`src/sv/arrowhead_vertex_generator_macros.svh`:
```
// Assertion macros for the arrowhead vertex generator.
// Used by the top level; expects i_clk and i_rst_n in scope.
`ifndef ARROWHEAD_VERTEX_GENERATOR_MACROS_SVH
`define ARROWHEAD_VERTEX_GENERATOR_MACROS_SVH

// same-cycle implication
`define AVG_CHK_NOW(lbl, pre, post, msg) \
    lbl: assert property (@(posedge i_clk) disable iff (!i_rst_n) (pre) |-> (post)) \
        else $error(msg);

// next-cycle implication
`define AVG_CHK_NEXT(lbl, pre, post, msg) \
    lbl: assert property (@(posedge i_clk) disable iff (!i_rst_n) (pre) |=> (post)) \
        else $error(msg);

`endif

```
`src/sv/avg_pkg.sv`:
```
// Shared types and constants for the arrowhead vertex generator.
// No dependencies.
`timescale 1ns / 1ps
`default_nettype none

package avg_pkg;

    localparam int SIZE_W     = 12;
    localparam int CFG_IDX_W  = 2;
    localparam int CFG_DATA_W = 12;

    typedef logic [SIZE_W-1:0] t_size;

    typedef enum logic [CFG_IDX_W-1:0] {
        CFG_MAX_SIZE = 2'd0,
        CFG_END_ON   = 2'd1,
        CFG_START_ON = 2'd2
    } t_cfg_idx;

    // pipeline advance and stage-entry valid
    typedef struct packed {
        logic ce;
        logic vld;
    } t_flow;

endpackage

`default_nettype wire

```
`src/sv/avg_out.sv`:
```
// Output register with skid stage; produces the pipeline advance enable.
// Depends on avg_pkg.
`timescale 1ns / 1ps
`default_nettype none

module avg_out #(
    parameter int W = 194
) (
    input  logic          i_clk,
    input  logic          i_rst_n,
    input  logic          i_vld,
    input  logic [W-1:0]  i_data,
    input  logic          i_ready,
    output logic          o_valid,
    output logic [W-1:0]  o_data,
    output logic          o_ce
);
    import avg_pkg::*;

    logic         r_out_vld;
    logic         r_skid_vld;
    logic [W-1:0] r_out;
    logic [W-1:0] r_skid;
    logic         w_take;

    assign w_take = i_vld && !r_skid_vld;

    always_ff @(posedge i_clk) begin
        if (!i_rst_n) begin
            r_out_vld  <= 1'b0;
            r_skid_vld <= 1'b0;
        end else if (!r_out_vld || i_ready) begin
            if (r_skid_vld) begin
                r_out_vld  <= 1'b1;
                r_skid_vld <= 1'b0;
            end else begin
                r_out_vld  <= w_take;
            end
        end else if (w_take) begin
            r_skid_vld <= 1'b1;
        end
    end

    always_ff @(posedge i_clk) begin
        if (!r_out_vld || i_ready) begin
            if (r_skid_vld) begin
                r_out <= r_skid;
            end else if (w_take) begin
                r_out <= i_data;
            end
        end else if (w_take) begin
            r_skid <= i_data;
        end
    end

    assign o_valid = r_out_vld;
    assign o_data  = r_out;
    assign o_ce    = !r_skid_vld;

endmodule

`default_nettype wire

```
`config.mk`:
```
export PLATFORM = sky130hd
export DESIGN_NAME = avg_out
export DESIGN_NICKNAME = d
export VERILOG_FILES = /design/src/sv/arrowhead_vertex_generator_macros.svh /design/src/sv/avg_pkg.sv /design/src/sv/avg_out.sv
export SDC_FILE = /design/constraint.sdc
export NUM_CORES = 1
export LEC_CHECK = 0
export BUFFER_PORTS_ARGS = -buffer_cell sky130_fd_sc_hd__buf_2
export CAP_MARGIN = 20
export CELL_PAD_IN_SITES_DETAIL_PLACEMENT = 1
export CELL_PAD_IN_SITES_GLOBAL_PLACEMENT = 2
export CORE_AREA = 10 10 197 199
export DETAILED_ROUTE_END_ITERATION = 8
export DIE_AREA = 0 0 207 209
export PLACE_DENSITY_LB_ADDON = 0.3
export SETUP_SLACK_MARGIN = 0.2
export SLEW_MARGIN = 20
export SYNTH_ARGS = -nofsm -noshare
export SYNTH_HDL_FRONTEND = slang
export SYNTH_SLANG_ARGS = --single-unit
```
`constraint.sdc`:
```
create_clock -name i_clk -period 28.1 [get_ports i_clk]
set_input_delay 5.62 -clock i_clk [delete_from_list [all_inputs] [get_ports i_clk]]
set_output_delay 5.62 -clock i_clk [all_outputs]
set_load 0.005 [all_outputs]
```
==> results of run 1 <==
[routing by layer]
layer  track usage  wire length [microns]  vias up  share of wire
li1              -                      -     3319              -
met1         0.183                  14100     3649           0.40
met2         0.254                  17000      252           0.49
met3        0.0649                   3060       57          0.087
met4        0.0410                    628       14          0.018
met5             0                     92        -         0.0026
[registers in the layout, indices dropped and copies added, names as in the netlist]
register and count:
o_data 194, r_skid_vld 1, r_skid 194, o_valid 1
[path summary, 6_finish.rpt]
path | to | start | slack [ns]
max | r_skid[80] | i_ready | 20.35
min | o_data[116] | r_skid[116] | 0.54
max reg2reg | o_data[173] | r_skid_vld | 25.02
min reg2reg | o_data[116] | r_skid[116] | 0.54
[cell type report]
| type | instances | area [sq um] | area share |
|---|---|---|---|
| inverter | 1 | 3.75 | 0.000205 |
| clock buffer | 58 | 1220 | 0.0668 |
| antenna | 3 | 7.51 | 0.000410 |
| timing repair buffer | 403 | 2060 | 0.113 |
| multi-input combinational | 200 | 2620 | 0.143 |
| sequential | 390 | 11700 | 0.638 |
| tap | 461 | 577 | 0.0315 |
| clock inverter | 19 | 138 | 0.00751 |
[power groups by stage]
stage,clock (mW),combinational (mW),sequential (mW)
detailed placement,0,0.0838,0.693
CTS,0.549,0.0843,0.681
global placement,0,0.0818,0.692
global route,0.577,0.0900,0.683
floorplan,0,0.0327,0.702
finish,0.536,0.0823,0.681
[cell usage in the layout, fill, tap and decap left out, types with 3 or more instances in the layout]
| cell | count |
|---|---|
| buf_4 | 9 |
| clkinvlp_4 | 5 |
| mux2_4 | 102 |
| buf_2 | 393 |
| clkbuf_16 | 45 |
| clkbuf_1 | 8 |
| clkinv_2 | 7 |
| clkinv_1 | 4 |
| mux2_2 | 92 |
| clkbuf_8 | 5 |
| diode_2 | 3 |
| edfxtp_1 | 388 |
[cell families after synthesis]
logic type / count (synthesis) / share of synthesized area
DFF: 390 / 0.806
muxes: 194 / 0.177
buffers and inverters: 23 / 0.0147
and+or+nand+nor: 5 / 0.00216
AOI/OAI and AO/OA: 1 / 0.000518
[worst register-to-register path, cell delays in order (launching register included)]
cell     delay, ns
dfxtp_4       0.78
buf_4         0.87
buf_4         0.75
mux2_2        0.44
==> impl_metrics.csv, run 1 <==
group,metric,value,unit
outcome,status,"finished, final reports clean",
cts,cts_htree_levels,2,
setup_path,path_buf_inv,3,
placed_design,dpl_cell_area,16900,sq um
timing,hold_ws,0.540,ns
grt,grt-ovfl-total,0,
floorplanning,num_io_pins,394,
synthesis,ys.flop_type,"edfxtp_1",
setup_path,worst_ep_required_time,28.25,ns
placed_design,dp_cells,1454,
cts,clockRootBuffer,"clkbuf_16",
timing,final_hold_viol_count,0,
placed_design,gp_congestion,0.750,
synthesis,syn-instance-count,613,
layout,syn2layout_area_growth,26.3,%
pwr,cellPowerDensity,70.9,nW/um^2
timing,slew_viol_final,0,
pwr,p_sw_frac,0.207,
pwr,power_frac_seq,0.524,
synthesis,synthArstFlopShare,0,
timing,period_share,0.276,
routing,wl_per_cell,22.8,microns
cts,cts_setup_buffers,0,
worst_hold_path,worstHoldPathCells,1,
cts,numCtsBuffers,42,
timing,rsz0062_at_grt,"false",
synthesis,synth-seq-cells,390,
synthesis,yosysMostFrequentCell,"edfxtp_1",
setup_path,startpoint_type,"input pin",
synthesis,synth_area_leader_cell,"edfxtp_1",
timing,setup_tns,0,ns
timing,fin_ws,20.35,ns
synthesis,ys_types,12,
routing,dr.pass1.iters,4,
grt,grt_pass1_vias,8032,
setup_path,critPathTopFamily,"buffers and inverters",
cts,cts.sinks,390,
pwr,peakVddDrop,0.0476,mV
timing,final-setup-viol-count,0,
timing,tightestPinTransition,1.09,ns
pwr,power,1.30,mW
routing,dr.first_iter.drc_count,394,
floorplanning,start_util,0.414,
setup_path,ff2ff_path_depth,3,
grt,antenna_found_initial,8,
grt,track_usage,0.154,
synthesis,synth.top_cell.area_share,0.803,
pwr,pwr-share-comb,0.063,
synthesis,yosys_warnings,0,
pwr,p_int,1.03,mW
routing,vias_per_cell,4.75,
setup_path,crit_slowest_cell,"buf_4",
synthesis,yosysSeqAreaShare,0.806,
placed_design,hpwlAfterDp,24300,microns
cts,hold_buffers,0,
floorplanning,die_y,209,microns
setup_path,critPathKind,"input pin to register",
synthesis,synth_area,14500,sq um
setup_path,cp_num_cells,5,
layout,finish.utilization,0.523,
floorplanning,dieArea,43300,sq um
layout,drive_gt1_frac,0.621,
routing,drt_wl_total,34900,microns
synthesis,syn_nets,811,
setup_path,path_max_fanout,75,
synthesis,synth_edf_count,388,
layout,nNetsFinal,1236,
cts,cts.clk_slew.worst_paths,0.06,ns
layout,fin_area,18300,sq um
pwr,p_leak,6.98,nW
cts,ctsLongestPathBuffers,3,
pwr,power_frac_clock,0.412,
setup_path,slowest_delay,0.85,ns
floorplanning,core,35100,sq um
routing,drc_errors,0,
timing,relSlewSlack,0.276,
worst_hold_path,min_path_type,"register to register",
timing,fin_skew,0.0160,ns
layout,stdcell_count,1535,
cts,clk_latency,0.53,ns
timing,fmax,0.129,GHz
synthesis,avgSynthCellArea,23.7,sq um
pwr,switchingPower,269,uW
setup_path,cp_cell_sequence,"buf_2 > nand2b_1 > nor3b_2 > buf_4 > buf_4",
setup_path,end_kind,"register",
floorplanning,die_x,207,microns
grt,grt_max_degree,79,
flow_run,max-cap-violations,0,
setup_path,cp_common_cell,"buf_4",
grt,grt_pass1_wl,51800,microns
cts,tritoncts,"yes",
cts,cts_resized,0,
synthesis,yosys-top-cells-area,"edfxtp_1 (80%), mux2_4 (11%), mux2_2 (7.1%)",
placed_design,post-place-ws,19.74,ns
routing,dr_total_vias,7291,
timing,period_needed,7.75,ns
floorplanning,rows,69,
synthesis,synth_common_cells,"edfxtp_1 (388), mux2_4 (102), mux2_2 (92)",
setup_path,worstPathArrival,7.90,ns
placed_design,portBuffers,393,
routing,postRouteAntennaNets,0,
layout,fillers,3266,
Note: power is estimated with default switching activity, not from simulation.
==> run 2, diff against run 1 <==
--- a/config.mk
+++ b/config.mk
@@ -9,9 +9,9 @@
 export CAP_MARGIN = 20
 export CELL_PAD_IN_SITES_DETAIL_PLACEMENT = 1
 export CELL_PAD_IN_SITES_GLOBAL_PLACEMENT = 2
-export CORE_AREA = 10 10 197 199
+export CORE_AREA = 10 10 215 217
 export DETAILED_ROUTE_END_ITERATION = 8
-export DIE_AREA = 0 0 207 209
+export DIE_AREA = 0 0 225 227
 export PLACE_DENSITY_LB_ADDON = 0.3
 export SETUP_SLACK_MARGIN = 0.2
 export SLEW_MARGIN = 20
==> constraint.sdc (replaced) <==
create_clock -name i_clk -period 6.7 [get_ports i_clk]
set_input_delay 1.34 -clock i_clk [delete_from_list [all_inputs] [get_ports i_clk]]
set_output_delay 1.34 -clock i_clk [all_outputs]
set_load 0.005 [all_outputs]
==> run 2 against run 1 <==
Via count is 1.2% lower. Critical path type is now register to register. Total power grew to 4.2 times the previous value. Largest power group unchanged. Largest cell class unchanged. Combinational power grew to 4.2 times the previous value. Sequential share of layout area is 0.11 points lower. Clock power grew to 4.1 times the previous value. Flip-flop and latch count stayed put. Final cell count is 4.8% higher.
==> impl_metrics.csv, run 2 (synthesis results as in run 1) <==
group,metric,value,unit
placed_design,hpwlAfterDp,25500,microns
worst_hold_path,holdCritStartpoint,"o_valid",
setup_path,startpoint_type,"register",
setup_path,ff2ff_path_depth,3,
setup_path,worst_ep_required_time,7.00,ns
layout,nNetsFinal,1235,
layout,syn2layout_area_growth,26.5,%
setup_path,worstPathArrival,3.36,ns
cts,numCtsBuffers,43,
timing,period_share,0.457,
cts,cts.clk_slew.worst_paths,0.06,ns
setup_path,critPathKind,"register to register",
cts,ctsLongestPathBuffers,3,
timing,tightestPinTransition,0.996,ns
timing,slew_viol_final,0,
setup_path,r2r-start,"r_skid_vld",
floorplanning,die_y,227,microns
cts,clockRootBuffer,"clkbuf_16",
grt,antenna_found_initial,5,
timing,final-setup-viol-count,0,
setup_path,r2r-end,"o_data[116]",
layout,fin_area,18400,sq um
floorplanning,dieArea,51100,sq um
grt,grt_pass1_wl,51800,microns
cts,cts_setup_buffers,0,
setup_path,crit_slowest_cell,"buf_4",
routing,postRouteAntennaNets,0,
flow_run,max-cap-violations,0,
routing,drt_wl_total,36000,microns
worst_hold_path,min_path_type,"register to register",
timing,hold_ws,0.518,ns
placed_design,dp_cells,1531,
timing,final_hold_viol_count,0,
layout,stdcell_count,1608,
floorplanning,start_util,0.348,
layout,drive_gt1_frac,0.611,
layout,mostFrequentLayoutCells,"buf_2 (393), edfxtp_1 (388), mux2_4 (102)",
layout,regArea,11700,sq um
layout,finish.utilization,0.440,
cts,cts.sinks,390,
routing,dr.pass1.iters,4,
setup_path,r2r_setup_slack,3.64,ns
floorplanning,core,41800,sq um
setup_path,cp_cell_sequence,"buf_4 > buf_4 > mux2_4",
layout,multi_input_area,2630,sq um
pwr,cellPowerDensity,295,nW/um^2
placed_design,dpl_cell_area,17000,sq um
timing,fmax,0.326,GHz
setup_path,end_kind,"register",
cts,tritoncts,"yes",
worst_hold_path,hold_end,"r_skid_vld",
cts,cts_htree_levels,2,
pwr,power,5.42,mW
routing,dr.first_iter.drc_count,314,
outcome,status,"finished, final reports clean",
floorplanning,rows,75,
cts,hold_buffers,0,
timing,period_needed,3.06,ns
cts,clk_latency,0.55,ns
setup_path,path_max_fanout,50,
layout,fillers,4075,
placed_design,gp_congestion,0.723,
floorplanning,die_x,225,microns
routing,dr_total_vias,7205,
routing,vias_per_cell,4.48,
timing,fin_skew,0.0159,ns
grt,track_usage,0.135,
pwr,p_leak,6.94,nW
timing,relSlewSlack,0.336,
placed_design,portBuffers,393,
pwr,peakVddDrop,0.157,mV
routing,drc_errors,0,
grt,grt-ovfl-total,0,
floorplanning,num_io_pins,394,
layout,final_common_cell,"buf_2",
setup_path,cp_common_cell,"buf_4",
grt,grt_max_degree,167,
timing,rsz0062_at_grt,"false",
routing,wl_per_cell,22.4,microns
grt,grt_pass1_vias,7985,
cts,cts_resized,0,
setup_path,slowest_delay,0.86,ns
worst_hold_path,worstHoldPathCells,2,
[run 2: changes by cell type in the layout (fill, tap and decap cells not counted), moves of 2 or more]
cell	change
clkinv_2	-4
clkinvlp_4	-3
clkbuf_1	+9
buf_4	-2
clkbuf_8	-5
[run 2: layout make-up]
cell class,count,share of cell area
repair buffers,401,0.111
flip-flops and latches,390,0.637
well taps,539,0.0367
clock buffers,62,0.0648
clock inverters,13,0.00641
inverters,1,0.000204
diodes,2,0.000273
multi-input cells,200,0.143
[run 2: power breakdown]
| part | internal (mW) | switching (mW) |
|---|---|---|
| Sequential | 2.82 | 0.0343 |
| Clock | 1.31 | 0.910 |
| Combinational | 0.174 | 0.170 |
| Total | 4.30 | 1.11 |
[run 2: metrics by stage]
stage / TNS, ns / setup WS, ns
6_report: 0 / 3.64
5_1_grt: 0 / 3.47
4_1_cts: 0 / 3.58
3_5_place_dp: 0 / 3.27
3_3_place_gp: 0 / 3.26
2_1_floorplan: -22.99 / -0.119
[run 2: how the worst max path moves through the flow]
| stage | end | slack, ns | startpoint | depth (start not counted) |
|---|---|---|---|---|
| global route | o_data[64] | 3.47 | r_skid_vld | 3 |
| CTS | o_data[71] | 3.58 | r_skid_vld | 3 |
| detailed placement | r_skid[118] | 3.27 | i_ready | 5 |
| floorplan | r_skid[0] | -0.12 | i_ready | 2 |
| global placement | r_skid[116] | 3.26 | i_ready | 5 |
| finish | o_data[116] | 3.64 | r_skid_vld | 3 |
[run 2: routing by layer]
layer | vias up | global-route usage | part of all wire
li1 | 3313 | - | -
met1 | 3610 | 0.146 | 0.37
met2 | 221 | 0.237 | 0.53
met3 | 55 | 0.0498 | 0.081
met4 | 6 | 0.0520 | 0.023
met5 | - | 0 | 0.00097
[run 2: worst max-delay path, delay by kind of cell, from the launching register on]
family	cells	cell delay, ns
buffers and inverters	2	1.56
flip-flops	1	0.81
multiplexers	1	0.36
